--- config.mk ---
export PLATFORM = sky130hd
export DESIGN_NAME = wmf_bank
export DESIGN_NICKNAME = d
export VERILOG_FILES = /design/src/design/window_median_filter_defines.svh /design/src/design/wmf_pkg.sv /design/src/design/wmf_bank.sv
export SDC_FILE = /design/constraint.sdc
export NUM_CORES = 2
export LEC_CHECK = 0
export ABC_AREA = 1
export BUFFER_PORTS_ARGS = -buffer_cell sky130_fd_sc_hd__buf_2
export CAP_MARGIN = 10
export CORE_MARGIN = 2
export CORE_UTILIZATION = 35
export DETAILED_ROUTE_END_ITERATION = 12
export GPL_ROUTABILITY_DRIVEN = 0
export PLACE_DENSITY = 0.52
export SKIP_CTS_REPAIR_TIMING = 1
export SYNTH_ARGS = -nofsm -noshare
export SYNTH_HDL_FRONTEND = slang
export SYNTH_SLANG_ARGS = --single-unit
--- constraint.sdc ---
create_clock -name clk -period 4 [get_ports clk]
set_input_delay 0.2 -clock clk [delete_from_list [all_inputs] [get_ports clk]]
set_output_delay 0.2 -clock clk [all_outputs]
set_load 0.005 [all_outputs]
--- src/design/window_median_filter_defines.svh ---
// Assertion macros shared by the window median filter RTL.
// Every macro expects signals named clk and arst_n in the including scope.
`ifndef WINDOW_MEDIAN_FILTER_DEFINES_SVH
`define WINDOW_MEDIAN_FILTER_DEFINES_SVH

// Same-cycle implication, disabled while reset is asserted.
`define WMF_ASSERT(lbl, ante, cons, msg) \
	lbl: assert property (@(posedge clk) disable iff (!arst_n) (ante) |-> (cons)) \
		else $error(msg);

// Next-cycle implication, disabled while reset is asserted.
`define WMF_ASSERT_NXT(lbl, ante, cons, msg) \
	lbl: assert property (@(posedge clk) disable iff (!arst_n) (ante) |=> (cons)) \
		else $error(msg);

`endif

--- src/design/wmf_pkg.sv ---
// Shared types and fixed constants of the window median filter.
// No dependencies; the filter modules import this package.
`timescale 1ns / 1ps
`default_nettype none

package wmf_pkg;

	// Sample and register widths fixed by the block's interface.
	localparam int PIX_W      = 16;
	localparam int ROW_CNT_W  = 13;
	localparam int ROW_IDX_W  = 12;
	localparam int MAX_ROWS   = 4096;
	localparam int CFG_IDX_W  = 2;
	localparam int CFG_DATA_W = 13;
	localparam int ROWS_CFG_W = 13;
	localparam int COLS_CFG_W = 11;
	localparam int RAD_CFG_W  = 2;

	// Configuration register indexes.
	typedef enum logic [CFG_IDX_W-1:0] {
		REG_FRAME_ROWS    = 2'd0,
		REG_FRAME_COLS    = 2'd1,
		REG_WINDOW_RADIUS = 2'd2
	} cfg_reg_t;

	// Kind of an input request.
	typedef enum logic {
		ACT_PIXEL = 1'b0,
		ACT_FLUSH = 1'b1
	} action_t;

	// Input request payload.
	typedef struct packed {
		action_t          action;
		logic [PIX_W-1:0] pixel_value;
	} pix_req_t;

	// Result payload.
	typedef struct packed {
		logic [PIX_W-1:0] median_value;
		logic             frame_end;
	} med_rsp_t;

	// Per-request decision of the position sequencer.
	typedef struct packed {
		logic emit;
		logic frame_end;
	} item_info_t;

endpackage

`default_nettype wire

--- src/design/wmf_bank.sv ---
// One line store bank: simple dual-port RAM with registered read data.
// Uses wmf_pkg for the sample width.
`timescale 1ns / 1ps
`default_nettype none

module wmf_bank #(
	parameter int DEPTH = 205,
	localparam int AW = (DEPTH > 1) ? $clog2(DEPTH) : 1
) (
	input  wire logic                      clk,
	input  wire logic                      wr_en,
	input  wire logic [AW-1:0]             wr_addr,
	input  wire logic [wmf_pkg::PIX_W-1:0] wr_data,
	input  wire logic                      rd_en,
	input  wire logic [AW-1:0]             rd_addr,
	output logic      [wmf_pkg::PIX_W-1:0] rd_data
);
	import wmf_pkg::*;

	logic [PIX_W-1:0] mem [DEPTH];
	logic [PIX_W-1:0] rd_data_q;

	// A read of the address being written returns the new sample.
	always_ff @(posedge clk) begin
		if (wr_en) begin
			mem[wr_addr] <= wr_data;
		end
		if (rd_en) begin
			rd_data_q <= (wr_en && (wr_addr == rd_addr)) ? wr_data : mem[rd_addr];
		end
	end

	assign rd_data = rd_data_q;

endmodule

`default_nettype wire

==> impl_metrics.env <==
export IMPL_synth_top_area_share_pct=74.4
export IMPL_clk_path_buf_depth=4
export IMPL_wirelength_mm=421
export IMPL_cts_tree="done"
export IMPL_yosysTopAreaCell="edfxtp_1"
export IMPL_tightestPinTransition_ns=1.27
export IMPL_ir_drop_uv=388
export IMPL_ant_nets=0
export IMPL_die_area_mm2=0.385
export IMPL_clock_latency_ns=0.98
export IMPL_rr_worst_depth=12
export IMPL_whs_ns=-0.0745
export IMPL_slew_violations=0
export IMPL_synth_main_ff_cell="edfxtp_1"
export IMPL_netlist_top_cells_area="edfxtp_1, nand3_1, nand2_1"
export IMPL_synth_enable_flop_cells=3296
export IMPL_fin_crit_sh_pct=69.2
export IMPL_status="finished with violations"
export IMPL_crit_arrival_ns=3.56
export IMPL_initial_core_util_pct=35.1
export IMPL_failed_checks="negative hold slack"
export IMPL_via_per_inst=5.38
export IMPL_hold_viol_final=8
export IMPL_cts_sinks=3296
export IMPL_antenna_found_initial=30
export IMPL_coreArea_mm2=0.379
export IMPL_criticalPathCategory="in -> reg"
export IMPL_slew_headroom_pct=15.4
export IMPL_setup_slack_ns=1.23
export IMPL_synth_nets=11100
export IMPL_rows=226
export IMPL_dp_slack_ns=0.383
export IMPL_synth_area_mm2=0.133
export IMPL_areaGrowthSynthToFinish_pct=14.2
export IMPL_cp_max_fo=75
export IMPL_die_y_um=621
export IMPL_hold_path_class="in -> reg"
export IMPL_cts_root_buf="clkbuf_16"
export IMPL_fin_total_pwr_w=0.0741
export IMPL_htree_levels=5
export IMPL_dp_hpwl_mm=240
export IMPL_drive_above_1_share_pct=9.29
export IMPL_synthCells=11100
export IMPL_fmax_ghz=0.362
export IMPL_cts_buffers=350
export IMPL_setup_worst_path_end_class="register"
export IMPL_critPathLaunchType="input pin"
export IMPL_p_per_area_mw_per_mm2=487
export IMPL_grt_setup_unrepaired="no"
export IMPL_fillCellCount=35500
export IMPL_io_pins=51
export IMPL_period_minus_slack_ns=2.77
export IMPL_grt_use_total_pct=21.4
export IMPL_grt_busiest_layer="met2"
export IMPL_met2_usage_pct=33.6
export IMPL_placed_area_mm2=0.141
export IMPL_crit_required_ns=4.79
export IMPL_p_leak_nw=52.7
export IMPL_dieWidth_um=621
export IMPL_first_pass_iters=8
export IMPL_wl_per_cell_um=25.5
export IMPL_grt_overflow=0
export IMPL_synth_area_per_cell_um2=12.0
export IMPL_fin_nets=11200
export IMPL_ys_warn_count=0
export IMPL_synth_seq_area_share_pct=74.4
export IMPL_grt_start_max_net_pins=140
export IMPL_synth_cell_types=28
export IMPL_fin_skew_ns=0.0706
export IMPL_stdcell_count=16500
export IMPL_drt_iter0_drc=10800
export IMPL_drcViolationCount=0
export IMPL_drv_cap=0
export IMPL_final_setup_tns_ns=0
export IMPL_ys_ff_latch=3296
export IMPL_grt_pass1_wl_mm=607
export IMPL_io_buffer_count=50
export IMPL_use_met1_pct=30.2
export IMPL_fin_area_mm2=0.152
export IMPL_min_path_cells=1
export IMPL_num_vias=88900
export IMPL_dpl_cell_count=15900
export IMPL_first_global_vias=84200
export IMPL_async_flop_share_pct=0
export IMPL_setup_viol=0
export IMPL_grt_use_met3_pct=3.11
export IMPL_clk_pin_slew_ns=0.06
==> per-layer routing <==
layer	vias up	share of wire [%]
li1	39700	-
met1	44800	42
met2	3741	46
met3	697	7.7
met4	6	3.8
met5	-	0.0085
==> flip-flops by register name, summed over array words and instances, names as in the netlist <==
register,flops
rd_data,16
mem,3280
==> stage by stage <==
stage	util [%]	hold WS (ns)
after floorplan	-	0.299
after global placement	37.2	0.701
after detailed placement	37.2	0.713
after CTS	40.1	-0.304
after global routing	40.1	0.0151
final	40.2	-0.0745
==> cell type report <==
class / instances / area (um^2) / area share [%]
Timing Repair Buffer: 542 / 5280 / 3.47
Multi-Input combinational cell: 6974 / 30400 / 20.0
Clock buffer: 439 / 9260 / 6.09
Tap cell: 5016 / 6280 / 4.13
Clock inverter: 188 / 1550 / 1.02
Inverter: 45 / 219 / 0.144
Antenna cell: 16 / 40.0 / 0.0263
Sequential cell: 3296 / 99000 / 65.1
==> cells in the mapped netlist, types with 6 or more instances <==
| master | count |
|---|---|
| nand3_1 | 2958 |
| edfxtp_1 | 3296 |
| buf_1 | 91 |
| clkbuf_1 | 214 |
| o21ai_0 | 95 |
| nor2_1 | 482 |
| buf_2 | 308 |
| o22ai_1 | 9 |
| nand2_1 | 3366 |
| o221ai_1 | 6 |
| o211ai_1 | 28 |
| a21oi_1 | 16 |
| buf_4 | 125 |
| inv_1 | 39 |
==> worst max-delay path, stage by stage <==
cell and delay [ns]:
buf_12 0.18, inv_16 0.39, buf_12 0.28, buf_12 0.27, buf_4 0.33, nand2_1 0.08, nand3_1 0.08, nand3_1 0.08
nand3_1 0.10, nand3_1 0.29, nand2_1 0.37, nand2_1 0.17, nand3_1 0.12, nand2_1 0.09, nor2_1 0.12, nor2_1 0.05
nor2_1 0.08
==> where the power goes <==
part           total (W)  switching [W]  internal [W]  leakage (nW)
clock network     0.0312         0.0135        0.0177          5.28
logic            0.00475        0.00362       0.00112          17.8
registers         0.0382      0.0000631        0.0381          29.6
total             0.0741         0.0172        0.0569          52.7
==> placed cells by master, fill, tap and decap left out, drive strengths merged, types with 9 or more instances in the layout <==
master / instances
nand2: 3366
edfxtp: 3296
nand3: 2959
buf: 515
nor2: 482
clkbuf: 451
clkinv: 152
o21ai: 96
inv: 55
o211ai: 28
bufinv: 20
diode: 16
a21oi: 16
dlygate4sd3: 15
o22ai: 9
==> worst paths after layout <==
kind                     start           to  slack (ns)
setup / recovery    rd_addr[0]   rd_data[6]        1.23
hold / removal      wr_data[5]   mem[46][5]       -0.07
setup reg to reg   mem[123][1]   rd_data[1]        1.57
hold reg to reg   mem[204][13]  rd_data[13]        1.06
==> kinds of logic after synthesis <==
kind of cell	count (synthesis)	synth area share, %
AOI/OAI and AO/OA	161	0.708
xor gates and xnor gates	3	0.0197
buffers and inverters	787	2.89
DFF	3296	74.4
and+or+nand+nor	6810	22.0
Note: power is estimated with default switching activity, not from simulation.
