`src/design/window_median_filter_defines.svh`:
```
// Assertion macros shared by the window median filter RTL.
// Every macro expects signals named clk and arst_n in the including scope.
`ifndef WINDOW_MEDIAN_FILTER_DEFINES_SVH
`define WINDOW_MEDIAN_FILTER_DEFINES_SVH

// Same-cycle implication, disabled while reset is asserted.
`define WMF_ASSERT(lbl, ante, cons, msg) \
	lbl: assert property (@(posedge clk) disable iff (!arst_n) (ante) |-> (cons)) \
		else $error(msg);

// Next-cycle implication, disabled while reset is asserted.
`define WMF_ASSERT_NXT(lbl, ante, cons, msg) \
	lbl: assert property (@(posedge clk) disable iff (!arst_n) (ante) |=> (cons)) \
		else $error(msg);

`endif

```
`src/design/wmf_pkg.sv`:
```
// Shared types and fixed constants of the window median filter.
// No dependencies; the filter modules import this package.
`timescale 1ns / 1ps
`default_nettype none

package wmf_pkg;

	// Sample and register widths fixed by the block's interface.
	localparam int PIX_W      = 16;
	localparam int ROW_CNT_W  = 13;
	localparam int ROW_IDX_W  = 12;
	localparam int MAX_ROWS   = 4096;
	localparam int CFG_IDX_W  = 2;
	localparam int CFG_DATA_W = 13;
	localparam int ROWS_CFG_W = 13;
	localparam int COLS_CFG_W = 11;
	localparam int RAD_CFG_W  = 2;

	// Configuration register indexes.
	typedef enum logic [CFG_IDX_W-1:0] {
		REG_FRAME_ROWS    = 2'd0,
		REG_FRAME_COLS    = 2'd1,
		REG_WINDOW_RADIUS = 2'd2
	} cfg_reg_t;

	// Kind of an input request.
	typedef enum logic {
		ACT_PIXEL = 1'b0,
		ACT_FLUSH = 1'b1
	} action_t;

	// Input request payload.
	typedef struct packed {
		action_t          action;
		logic [PIX_W-1:0] pixel_value;
	} pix_req_t;

	// Result payload.
	typedef struct packed {
		logic [PIX_W-1:0] median_value;
		logic             frame_end;
	} med_rsp_t;

	// Per-request decision of the position sequencer.
	typedef struct packed {
		logic emit;
		logic frame_end;
	} item_info_t;

endpackage

`default_nettype wire

```
`src/design/wmf_ctrl.sv`:
```
// Configuration registers, input and output position counters and window masks.
// Uses wmf_pkg and the assertion macros of window_median_filter_defines.svh.
`timescale 1ns / 1ps
`default_nettype none

`include "window_median_filter_defines.svh"

module wmf_ctrl #(
	parameter int MAX_COLS = 1024,
	parameter int MAX_RADIUS = 2,
	localparam int NCB = 2 * MAX_RADIUS + 1,
	localparam int SLOTS = 2 * MAX_RADIUS + 2,
	localparam int DEPTH = (MAX_COLS + NCB - 1) / NCB,
	localparam int AW = (DEPTH > 1) ? $clog2(DEPTH) : 1,
	localparam int CMW = $clog2(NCB),
	localparam int SW = $clog2(SLOTS)
) (
	input  wire logic                           clk,
	input  wire logic                           arst_n,
	input  wire logic                           cfg_wr_en,
	input  wire logic [wmf_pkg::CFG_IDX_W-1:0]  cfg_index,
	input  wire logic [wmf_pkg::CFG_DATA_W-1:0] cfg_wr_data,
	input  wire logic                           accept,
	input  wire logic                           is_flush,
	output logic                                wr_en,
	output logic      [SW-1:0]                  wr_slot,
	output logic      [CMW-1:0]                 wr_bank,
	output logic      [AW-1:0]                  wr_addr,
	output logic      [AW-1:0]                  rd_addr [NCB],
	output logic      [SLOTS-1:0]               slot_ok,
	output logic      [NCB-1:0]                 col_ok,
	output wmf_pkg::item_info_t                 info
);
	import wmf_pkg::*;

	localparam int COLW = $clog2(MAX_COLS + 1);
	localparam int CW   = COLW + 1;
	localparam int CIW  = (MAX_COLS > 1) ? $clog2(MAX_COLS) : 1;
	localparam int RADW = $clog2(MAX_RADIUS + 1);

	logic [ROWS_CFG_W-1:0] frame_rows_q;
	logic [COLS_CFG_W-1:0] frame_cols_q;
	logic [RAD_CFG_W-1:0]  window_radius_q;

	logic [ROW_CNT_W-1:0] rows_eff;
	logic [COLW-1:0]      cols_eff;
	logic [RADW-1:0]      rad_eff;
	logic                 cfg_hit;

	logic [ROW_IDX_W-1:0] in_row_q, in_row_n, out_row_q, out_row_n;
	logic [CIW-1:0]       in_col_q, in_col_n, out_col_q, out_col_n;
	logic [AW-1:0]        in_cq_q, in_cq_n, out_cq_q, out_cq_n;
	logic [CMW-1:0]       in_cm_q, in_cm_n, out_cm_q, out_cm_n;
	logic [SW-1:0]        in_slot_q, in_slot_n, out_slot_q, out_slot_n;
	logic                 done_q, done_n;

	logic                 pix_wr;
	logic [ROW_CNT_W-1:0] need_row;
	logic [CW-1:0]        need_col;
	logic                 ready;
	logic                 emit;
	logic                 frame_last;

	// Clip the register values to their usable ranges.
	always_comb begin
		if (frame_rows_q == '0) begin
			rows_eff = ROW_CNT_W'(1);
		end else if (32'(frame_rows_q) > MAX_ROWS) begin
			rows_eff = ROW_CNT_W'(MAX_ROWS);
		end else begin
			rows_eff = ROW_CNT_W'(frame_rows_q);
		end
		if (frame_cols_q == '0) begin
			cols_eff = COLW'(1);
		end else if (32'(frame_cols_q) > MAX_COLS) begin
			cols_eff = COLW'(MAX_COLS);
		end else begin
			cols_eff = COLW'(frame_cols_q);
		end
		if (32'(window_radius_q) > MAX_RADIUS) begin
			rad_eff = RADW'(MAX_RADIUS);
		end else begin
			rad_eff = RADW'(window_radius_q);
		end
	end

	// Only writes to a listed register take effect and restart the frame.
	always_comb begin
		case (cfg_index)
			REG_FRAME_ROWS, REG_FRAME_COLS, REG_WINDOW_RADIUS: cfg_hit = 1'b1;
			default: cfg_hit = 1'b0;
		endcase
	end

	assign pix_wr = accept && !is_flush && !done_q;

	// Position update for one request: store a pixel if the frame still needs it, then emit if the window is complete.
	always_comb begin
		in_row_n   = in_row_q;
		in_col_n   = in_col_q;
		in_cq_n    = in_cq_q;
		in_cm_n    = in_cm_q;
		in_slot_n  = in_slot_q;
		done_n     = done_q;
		out_row_n  = out_row_q;
		out_col_n  = out_col_q;
		out_cq_n   = out_cq_q;
		out_cm_n   = out_cm_q;
		out_slot_n = out_slot_q;
		frame_last = 1'b0;

		if (pix_wr) begin
			if (CW'(in_col_q) + CW'(1) >= CW'(cols_eff)) begin
				in_col_n = '0;
				in_cq_n  = '0;
				in_cm_n  = '0;
				if (ROW_CNT_W'(in_row_q) + ROW_CNT_W'(1) >= rows_eff) begin
					in_row_n  = '0;
					in_slot_n = '0;
					done_n    = 1'b1;
				end else begin
					in_row_n  = in_row_q + ROW_IDX_W'(1);
					in_slot_n = (in_slot_q == SW'(SLOTS - 1)) ? '0 : in_slot_q + SW'(1);
				end
			end else begin
				in_col_n = in_col_q + CIW'(1);
				if (in_cm_q == CMW'(NCB - 1)) begin
					in_cm_n = '0;
					in_cq_n = in_cq_q + AW'(1);
				end else begin
					in_cm_n = in_cm_q + CMW'(1);
				end
			end
		end

		// The bottom-right pixel of the window must have arrived.
		need_row = ROW_CNT_W'(out_row_q) + ROW_CNT_W'(rad_eff);
		if (need_row > rows_eff - ROW_CNT_W'(1)) begin
			need_row = rows_eff - ROW_CNT_W'(1);
		end
		need_col = CW'(out_col_q) + CW'(rad_eff);
		if (need_col > CW'(cols_eff) - CW'(1)) begin
			need_col = CW'(cols_eff) - CW'(1);
		end
		ready = done_n || (ROW_CNT_W'(in_row_n) > need_row) ||
			((ROW_CNT_W'(in_row_n) == need_row) && (CW'(in_col_n) > need_col));
		emit = accept && ready;

		if (emit) begin
			if (CW'(out_col_q) + CW'(1) >= CW'(cols_eff)) begin
				out_col_n = '0;
				out_cq_n  = '0;
				out_cm_n  = '0;
				if (ROW_CNT_W'(out_row_q) + ROW_CNT_W'(1) >= rows_eff) begin
					// Last result of the frame: everything starts over.
					frame_last = 1'b1;
					out_row_n  = '0;
					out_slot_n = '0;
					in_row_n   = '0;
					in_col_n   = '0;
					in_cq_n    = '0;
					in_cm_n    = '0;
					in_slot_n  = '0;
					done_n     = 1'b0;
				end else begin
					out_row_n  = out_row_q + ROW_IDX_W'(1);
					out_slot_n = (out_slot_q == SW'(SLOTS - 1)) ? '0 : out_slot_q + SW'(1);
				end
			end else begin
				out_col_n = out_col_q + CIW'(1);
				if (out_cm_q == CMW'(NCB - 1)) begin
					out_cm_n = '0;
					out_cq_n = out_cq_q + AW'(1);
				end else begin
					out_cm_n = out_cm_q + CMW'(1);
				end
			end
		end
	end

	// Window rows by line slot: slot distance ahead of the center row or behind it.
	always_comb begin
		logic [SW:0] d;
		logic [SW:0] k;
		for (int s = 0; s < SLOTS; s++) begin
			d = (SW+1)'(s) + (SW+1)'(SLOTS) - (SW+1)'(out_slot_q);
			if (d >= (SW+1)'(SLOTS)) begin
				d = d - (SW+1)'(SLOTS);
			end
			k = (SW+1)'(SLOTS) - d;
			if (d <= (SW+1)'(MAX_RADIUS)) begin
				slot_ok[s] = (d <= (SW+1)'(rad_eff)) &&
					(ROW_CNT_W'(out_row_q) + ROW_CNT_W'(d) <= rows_eff - ROW_CNT_W'(1));
			end else if (d == (SW+1)'(MAX_RADIUS + 1)) begin
				// The spare slot holds the line being filled ahead of the window.
				slot_ok[s] = 1'b0;
			end else begin
				slot_ok[s] = (k <= (SW+1)'(rad_eff)) &&
					(ROW_CNT_W'(out_row_q) >= ROW_CNT_W'(k));
			end
		end
	end

	// Window columns by column bank, with the bank word that holds each column.
	always_comb begin
		logic [CMW:0] dm;
		logic [CMW:0] k;
		for (int m = 0; m < NCB; m++) begin
			dm = (CMW+1)'(m) + (CMW+1)'(NCB) - (CMW+1)'(out_cm_q);
			if (dm >= (CMW+1)'(NCB)) begin
				dm = dm - (CMW+1)'(NCB);
			end
			k = (CMW+1)'(NCB) - dm;
			if (dm <= (CMW+1)'(MAX_RADIUS)) begin
				col_ok[m] = (dm <= (CMW+1)'(rad_eff)) &&
					(CW'(out_col_q) + CW'(dm) <= CW'(cols_eff) - CW'(1));
				rd_addr[m] = (CMW'(m) < out_cm_q) ? out_cq_q + AW'(1) : out_cq_q;
			end else begin
				col_ok[m] = (k <= (CMW+1)'(rad_eff)) && (CW'(out_col_q) >= CW'(k));
				rd_addr[m] = (CMW'(m) > out_cm_q) ? out_cq_q - AW'(1) : out_cq_q;
			end
		end
	end

	assign wr_en          = pix_wr;
	assign wr_slot        = in_slot_q;
	assign wr_bank        = in_cm_q;
	assign wr_addr        = in_cq_q;
	assign info.emit      = emit;
	assign info.frame_end = frame_last;

	// Configuration registers.
	always_ff @(posedge clk or negedge arst_n) begin
		if (!arst_n) begin
			frame_rows_q    <= ROWS_CFG_W'(1);
			frame_cols_q    <= COLS_CFG_W'(1);
			window_radius_q <= RAD_CFG_W'(1);
		end else if (cfg_wr_en) begin
			case (cfg_index)
				REG_FRAME_ROWS:    frame_rows_q <= cfg_wr_data[ROWS_CFG_W-1:0];
				REG_FRAME_COLS:    frame_cols_q <= cfg_wr_data[COLS_CFG_W-1:0];
				REG_WINDOW_RADIUS: window_radius_q <= cfg_wr_data[RAD_CFG_W-1:0];
				default: ;
			endcase
		end
	end

	// Position counters; a register write aborts the frame.
	always_ff @(posedge clk or negedge arst_n) begin
		if (!arst_n) begin
			in_row_q   <= '0;
			in_col_q   <= '0;
			in_cq_q    <= '0;
			in_cm_q    <= '0;
			in_slot_q  <= '0;
			out_row_q  <= '0;
			out_col_q  <= '0;
			out_cq_q   <= '0;
			out_cm_q   <= '0;
			out_slot_q <= '0;
			done_q     <= 1'b0;
		end else if (cfg_wr_en && cfg_hit) begin
			in_row_q   <= '0;
			in_col_q   <= '0;
			in_cq_q    <= '0;
			in_cm_q    <= '0;
			in_slot_q  <= '0;
			out_row_q  <= '0;
			out_col_q  <= '0;
			out_cq_q   <= '0;
			out_cm_q   <= '0;
			out_slot_q <= '0;
			done_q     <= 1'b0;
		end else if (accept) begin
			in_row_q   <= in_row_n;
			in_col_q   <= in_col_n;
			in_cq_q    <= in_cq_n;
			in_cm_q    <= in_cm_n;
			in_slot_q  <= in_slot_n;
			out_row_q  <= out_row_n;
			out_col_q  <= out_col_n;
			out_cq_q   <= out_cq_n;
			out_cm_q   <= out_cm_n;
			out_slot_q <= out_slot_n;
			done_q     <= done_n;
		end
	end

	// The output position never runs ahead of the input position within a frame.
	`WMF_ASSERT(a_out_behind_in, !done_q,
		({out_row_q, out_col_q} <= {in_row_q, in_col_q}), "output position ahead of input")
	// Column counters stay inside the configured frame width.
	`WMF_ASSERT(a_cols_in_range, 1'b1,
		((CW'(in_col_q) < CW'(cols_eff)) && (CW'(out_col_q) < CW'(cols_eff))),
		"column counter outside frame")
	// A register write restarts the frame.
	`WMF_ASSERT_NXT(a_cfg_restart, (cfg_wr_en && cfg_hit),
		((in_row_q == '0) && (out_row_q == '0) && !done_q), "frame not restarted")

endmodule

`default_nettype wire

```
`config.mk`:
```
export PLATFORM = sky130hd
export DESIGN_NAME = wmf_ctrl
export DESIGN_NICKNAME = d
export VERILOG_FILES = /design/src/design/wmf_pkg.sv /design/src/design/wmf_ctrl.sv
export VERILOG_INCLUDE_DIRS = /design/src /design/src/design
export SDC_FILE = /design/constraint.sdc
export NUM_CORES = 1
export LEC_CHECK = 0
export BUFFER_PORTS_ARGS = -buffer_cell sky130_fd_sc_hd__buf_2
export CAP_MARGIN = 20
export CORE_ASPECT_RATIO = 0.8
export CORE_UTILIZATION = 55
export CTS_CLUSTER_SIZE = 20
export DETAILED_ROUTE_END_ITERATION = 6
export PLACE_DENSITY_LB_ADDON = 0.2
export SLEW_MARGIN = 5
export SYNTH_ARGS = -nofsm -noshare
export SYNTH_HDL_FRONTEND = slang
export SYNTH_SLANG_ARGS = --single-unit
export TNS_END_PERCENT = 30
```
`constraint.sdc`:
```
create_clock -name clk -period 8 [get_ports clk]
set_input_delay 0.4 -clock clk [delete_from_list [all_inputs] [get_ports clk]]
set_output_delay 0.4 -clock clk [all_outputs]
set_load 0.01 [all_outputs]
```
==> results of run 1 <==
synthesized netlist by cell type (all sizes together) (6+ instances only):
| cell | count | area, µm² |
|---|---|---|
| ha | 375 | 4690 |
| nand2 | 207 | 777 |
| nor2 | 186 | 698 |
| a21oi | 163 | 827 |
| xnor2 | 146 | 1280 |
| inv | 129 | 484 |
| o21ai | 123 | 616 |
| dfrtp | 96 | 2400 |
| xor2 | 82 | 718 |
| nand3 | 71 | 355 |
| a21o | 70 | 526 |
| clkbuf | 62 | 233 |
| nor2b | 55 | 344 |
| nor3 | 46 | 246 |
| nand4 | 42 | 263 |
| nand2b | 33 | 214 |
| o21a | 31 | 233 |
| mux2 | 30 | 342 |
| mux2i | 29 | 290 |
| buf | 28 | 143 |
| a31oi | 27 | 169 |
| a22o | 26 | 228 |
| and2 | 24 | 150 |
| o31ai | 20 | 150 |
| and3 | 19 | 119 |
| o22ai | 19 | 119 |
| nor4 | 18 | 113 |
| or2 | 18 | 113 |
| a211oi | 17 | 133 |
| fa | 16 | 320 |
| or3 | 16 | 100 |
| o211ai | 14 | 105 |
| maj3 | 11 | 111 |
| a22oi | 10 | 75.1 |
| a31o | 9 | 78.8 |
| clkinv | 8 | 30.0 |
| a211o | 7 | 61.3 |
| nor3b | 7 | 57.6 |
| a221oi | 6 | 52.6 |
what timing repair did:
item,in CTS,in global routing
hold buffers,0,0
buffers inserted,1,1
pin swaps,1,1
cloned,0,0
hold endpoints to repair,0,0
gates resized for setup,2,8
endpoints found under the setup margin,2,48
cell families (layout without fill, tap and decap cells):
kind of cell	after synthesis	count (layout)	synth area share [%]
fa+ha+maj	402	402	27.4
mux	59	59	3.38
compound gates	592	592	20.5
flops	99	99	13.3
buf+inv	227	293	4.76
other cells	1	2	0.0201
simple gates	762	762	19.9
xor+xnor	228	228	10.7
cells in the final DEF, fill, tap and decap left out, types with 19 or more instances in the layout:
| master | Yosys | routed |
|---|---|---|
| a22o_1 | 26 | 26 |
| ha_1 | 375 | 375 |
| mux2_2 | 28 | 28 |
| o21a_1 | 31 | 31 |
| inv_1 | 127 | 127 |
| nand4_1 | 42 | 42 |
| o22ai_1 | 19 | 19 |
| xor2_1 | 82 | 81 |
| nor3_1 | 44 | 43 |
| nand3_1 | 71 | 71 |
| and3_1 | 19 | 19 |
| mux2i_1 | 29 | 29 |
| buf_4 | 4 | 53 |
| nor2b_1 | 55 | 55 |
| buf_2 | 12 | 86 |
| nand2_1 | 207 | 207 |
| a21oi_1 | 162 | 162 |
| and2_1 | 24 | 24 |
| a21o_1 | 70 | 70 |
| xnor2_1 | 146 | 146 |
| o31ai_1 | 20 | 20 |
| a31oi_1 | 27 | 27 |
| dfrtp_1 | 96 | 96 |
| nor2_1 | 186 | 183 |
| nand2b_1 | 32 | 32 |
| o21ai_0 | 118 | 118 |
cell type report:
type                    count  area share [%]
multi-input cells        2044            76.7
flip-flops and latches     99            12.4
repair buffers            140            4.19
well taps                 427            2.67
inverters                 137            2.57
clock buffers              10            1.19
clock inverters             6           0.287
diodes                      1          0.0125
sequential cells by signal, summed over array words and instances, names as in the netlist, 3 cells and up:
name          count
in_col_q         10
out_cq_q          8
in_row_q         12
out_slot_q        3
out_col_q        10
frame_rows_q     13
frame_cols_q     11
wr_bank           3
out_row_q        12
out_cm_q          3
wr_slot           3
wr_addr           8
metal layers:
metal	GRT usage [%]	routed length (µm)
met1	47.8	27400
met3	3.22	4140
met2	50.3	24200
met4	9.05	1490
met5	0	0
worst paths after layout:
kind	start	endpoint	slack, ns	depth (start not counted)
max reg2reg	frame_rows_q[7]	wr_slot[1]	0.57	27
max in group asynchronous	arst_n	out_cq_q[5]	6.80	2
min	arst_n	in_col_q[6]	0.02	1
min in group clk	cfg_wr_data[12]	frame_rows_q[12]	0.26	3
max	frame_rows_q[7]	info[1]	0.45	24
min reg2reg	done_q	done_q	0.53	1
stage by stage:
| step | hold WS (ns) | util (%) |
|---|---|---|
| after detailed placement | 0.423 | 59.6 |
| after floorplan | 0.104 | - |
| after global placement | 0.409 | 59.6 |
| after CTS | 0.0394 | 60.6 |
| after global routing | 0.0450 | 60.7 |
| final | 0.0211 | 60.7 |
power by group through the flow:
| stage | Combinational, mW | Sequential (mW) | Clock, mW |
|---|---|---|---|
| floorplan | 3.76 | 0.606 | 0 |
| global placement | 5.11 | 0.631 | 0 |
| detailed placement | 5.28 | 0.632 | 0 |
| CTS | 5.33 | 0.623 | 0.448 |
| global route | 6.01 | 0.634 | 0.467 |
| finish | 5.41 | 0.626 | 0.441 |
==> out/results.txt, run 1 <==
Final antenna-violating net count - 0
Top FF cell, synth - dfrtp_1
Yosys Warn Count - 0
RSZ-0062 raised after global routing - no
VDD IR-drop max - 0.428 mV
Port Buffer Count - 87
Setup tns final - 0 ns
Reg area - 2480 µm²
Slew HR - 28.5%
CP required - 7.60 ns
Pleak - 10.0 nW
Worst Tran Pin Value - 1.07 ns
Initial Utilization - 56.6%
Tmin final - 7.55 ns
Worst hold-check path type - in2async
Via density - 6.33
Critical Path Fanout Max - 25
Critical path class - reg2out
Mapped cell area - 18700 µm²
Startpoint types - flop
Post-synth EDFFs - 0
Fin crit share - 94.4%
Area of the multi-input gates - 15400 µm²
CTS sink count - 99
Placed Instances - 2845
Io pins - 88
Pins Over Slew Limit - 0
Fraction of power spent switching nets - 54.2%
Die X - 208 µm
Clock Tree Root - clkbuf_16
RD Place Congestion - 0.960
Layout cell share with drive strength beyond 1 - 9.65%
Max cap viols - 0
Clk_lat worst skew - 0.36 ns
Design Power - 6.48 mW
Mapped Cells - 2370
Clock power frac - 6.8%
Crit path largest cell delay - 0.47 ns
DR pass1 iterations - 6
Power Dens Cells - 323 nW/µm²
Crit path max-delay family - simple AND/OR/NAND/NOR gates
Largest net degree at the start of global routing - 60
Sw power - 3.51 mW
Non-Filler Instances - 2864
First-pass GRT wire length - 91600 µm
TritonCTS Buffers - 9
Setup Skew - 0.0120 ns
Setup Slack @ Placement - 0.0617 ns
Total Routed Length - 57200 µm
CTS H-tree depth - 3
Site row count - 59
Net Count, Synth - 2781
CP endpoint kind - primary output
Die Ht - 167 µm
Fmax - 132 MHz
CP Buf/Inv Count - 3
Layout area overhead - 7.26%
PnR worst setup slack - 0.449 ns
Maximum root-to-sink buffer count - 2
Placed instance area - 19700 µm²
Violation count after the first detailed-routing iteration - 1858
Post-route cell area - 20000 µm²
Setup Viol. Count Final - 0
Sequential-to-total area share from yosys stat - 13.3%
Status - completed
Placeable Area - 33000 µm²
Comb power frac - 83.5%
CP max stage cell - a21oi_1
Int Pwr - 2.97 mW
Total GRT Usage - 32.5%
DR DRC count - 0
Number of global-route vias before repair - 17000
Final net count - 2842
#FFs+latches synth - 99
Mean Syn Cell Area - 7.89 µm²
Fraction of registers with async set/reset - 100%
Initial antenna violation count - 0
DP HPWL - 45000 µm
Die ar. - 34700 µm²
Synth cell types - 88
Final-layout fill cell count - 2953
Worst path most repeated cell - a21oi_1
Clock slew at reported path FFs - 0.08 ns
Arr. time, crit path - 7.15 ns
Wirelength per Cell - 20.0 µm
Grt ovf - 0
CTS tree - done
Sequential share of power - 9.7%
Crit-path cells - or3_1 -> or3_1 -> nor2_1 -> a21oi_1 -> a21oi_1 -> a21oi_1 -> xnor2_1 -> inv_1 -> ha_1 -> maj3_2 -> o31a_1 -> nor2_1 -> a41o_2 -> mux2_2 -> ha_1 -> nand4_1 -> nor3_2 -> o31ai_1 -> a311oi_2 -> nor4bb_4 -> nor4b_2 -> nor3b_4 -> buf_6 -> buf_2
Hold Fails Final Rpt - 0
Via count - 18100
Note: power is estimated with default switching activity, not from simulation.
==> inputs of run 2 (changes only) <==
- CAP_MARGIN: 20 -> default
- clock period: 8 -> 6.69 ns (I/O delays scaled with it)
==> out/results.txt, run 2 (synthesis gave the netlist of run 1 again) <==
Comb power frac - 83.7%
Clk_lat worst skew - 0.36 ns
Worst Tran Pin Value - 1.14 ns
Setup tns final - 0 ns
Max cap viols - 0
DP HPWL - 46100 µm
Grt ovf - 0
Met2 wire length - 25600 µm
Most frequent cells in the layout - ha_1 (372), nand2_1 (205), nor2_1 (181)
Via count - 18500
RSZ-0062 raised after global routing - yes
Slew HR - 23.8%
Die Ht - 167 µm
CP required - 6.36 ns
Status - completed
Highest Signal Layer - met4
Pins Over Slew Limit - 0
Maximum root-to-sink buffer count - 2
Io pins - 88
Fmax - 152 MHz
Final-layout fill cell count - 2896
DR DRC count - 0
CTS tree - done
CP Buf/Inv Count - 4
Die X - 208 µm
Arr. time, crit path - 6.24 ns
Die ar. - 34700 µm²
Number of global-route vias before repair - 17500
Setup Viol. Count Final - 0
TritonCTS Buffers - 9
Power Dens Cells - 386 nW/µm²
Pleak - 10.4 nW
Tmin final - 6.58 ns
Layout cell share with drive strength beyond 1 - 12.7%
DR pass1 iterations - 6
CTS sink count - 99
Critical Path Fanout Max - 8
Antenna diode count - 0
Site row count - 59
M1 WL - 27000 µm
CP endpoint kind - primary output
Placed instance area - 20000 µm²
RD Place Congestion - 0.990
Port Buffer Count - 87
Placeable Area - 33000 µm²
VDD IR-drop max - 0.434 mV
Biggest register - frame_rows_q
Placed Instances - 2879
Layout area overhead - 10.8%
Initial antenna violation count - 0
Final antenna-violating net count - 0
Non-Filler Instances - 2915
Clock power frac - 7.1%
Max reg flops - 13
Clock slew at reported path FFs - 0.08 ns
Worst hold-check path type - in2reg
Design Power - 8.00 mW
Total GRT Usage - 33.5%
Crit path max-delay family - simple AND/OR/NAND/NOR gates
Biggest regs - frame_rows_q (13), in_row_q (12), out_row_q (12)
Int Pwr - 3.68 mW
CTS H-tree depth - 3
Met3 Wirelength - 5040 µm
Critical path class - reg2out
Wirelength per Cell - 20.3 µm
Post-route cell area - 20700 µm²
Setup Skew - 0.0160 ns
Initial Utilization - 56.6%
Crit path largest cell delay - 0.39 ns
First-pass GRT wire length - 93900 µm
Via density - 6.36
Violation count after the first detailed-routing iteration - 1702
Sequential share of power - 9.1%
Fin crit share - 98.3%
CP max stage cell - dfrtp_1
Finished Core Util - 62.7%
Total Routed Length - 59200 µm
Hold Fails Final Rpt - 0
Most common cell after layout, fill and taps aside - ha_1
Startpoint types - flop
Sw power - 4.32 mW
Fraction of power spent switching nets - 54.0%
Clock Tree Root - clkbuf_16
Final net count - 2894
Largest net degree at the start of global routing - 54
run 2: changes by cell type in the layout (fill, tap and decap cells not counted), sizes merged:
cell,before,now
buf,140,191
bufinv,0,1
clkbuf,10,9
clkinvlp,2,1
diode,1,0
dlygate4sd3,0,1
inv,131,132
run 2: worst paths after layout:
check | endpoint | from | slack (ns) | cells past startpoint
max | info[1] | frame_rows_q[7] | 0.11 | 26
min | frame_rows_q[12] | cfg_wr_data[12] | 0.18 | 3
max reg2reg | out_col_q[1] | frame_rows_q[7] | 0.22 | 28
min reg2reg | done_q | done_q | 0.53 | 1
max in group asynchronous | out_cm_q[2] | arst_n | 4.95 | 3
min in group asynchronous | in_col_q[7] | arst_n | 0.54 | 2
run 2: worst reg2reg max path: cells and delay by family, from the launching register on:
kind,cells,cell delay (ns)
simple gates,13,2.77
compound gates,6,1.16
fa+ha+maj,3,0.83
mux,2,0.68
buf+inv,4,0.58
flops,1,0.39
run 2: layer usage:
layer	vias to the layer above	global-route usage (%)
met5	-	0
met4	0	9.95
met3	109	4.71
met2	879	52.0
met1	8781	47.8
li1	8756	-
run 2: final cells by class:
class	count	area [µm²]	share of cell area, %
multi-input cells	2044	15600	75.3
inverters	137	515	2.49
well taps	427	534	2.58
repair buffers	192	1270	6.13
clock buffers	9	225	1.09
flip-flops and latches	99	2480	12.0
clock inverters	7	91.3	0.441
run 2: per-stage QoR:
stage,worst slack [ns],hold WS (ns)
2_1_floorplan,0.0169,0.0389
3_3_place_gp,-0.0386,0.378
3_5_place_dp,-0.322,0.389
4_1_cts,-0.0193,0.176
5_1_grt,-0.170,0.204
6_report,0.113,0.178
run 2: power by group through the flow:
stage               combinational, mW  sequential [mW]  clock (mW)
floorplan                        4.51            0.725           0
global placement                 6.24            0.733           0
detailed placement               6.46            0.733           0
CTS                              6.56            0.725       0.574
global route                     7.43            0.738       0.597
finish                           6.70            0.731       0.569
run 2: timing repair:
action / in CTS / in global routing
hold buffers: 1 / 0
cloned: 1 / 1
setup buffers: 9 / 10
setup endpoints to repair: 77 / 76
resized for setup: 16 / 41
pin swaps: 10 / 15
hold endpoints to repair: 11 / 0
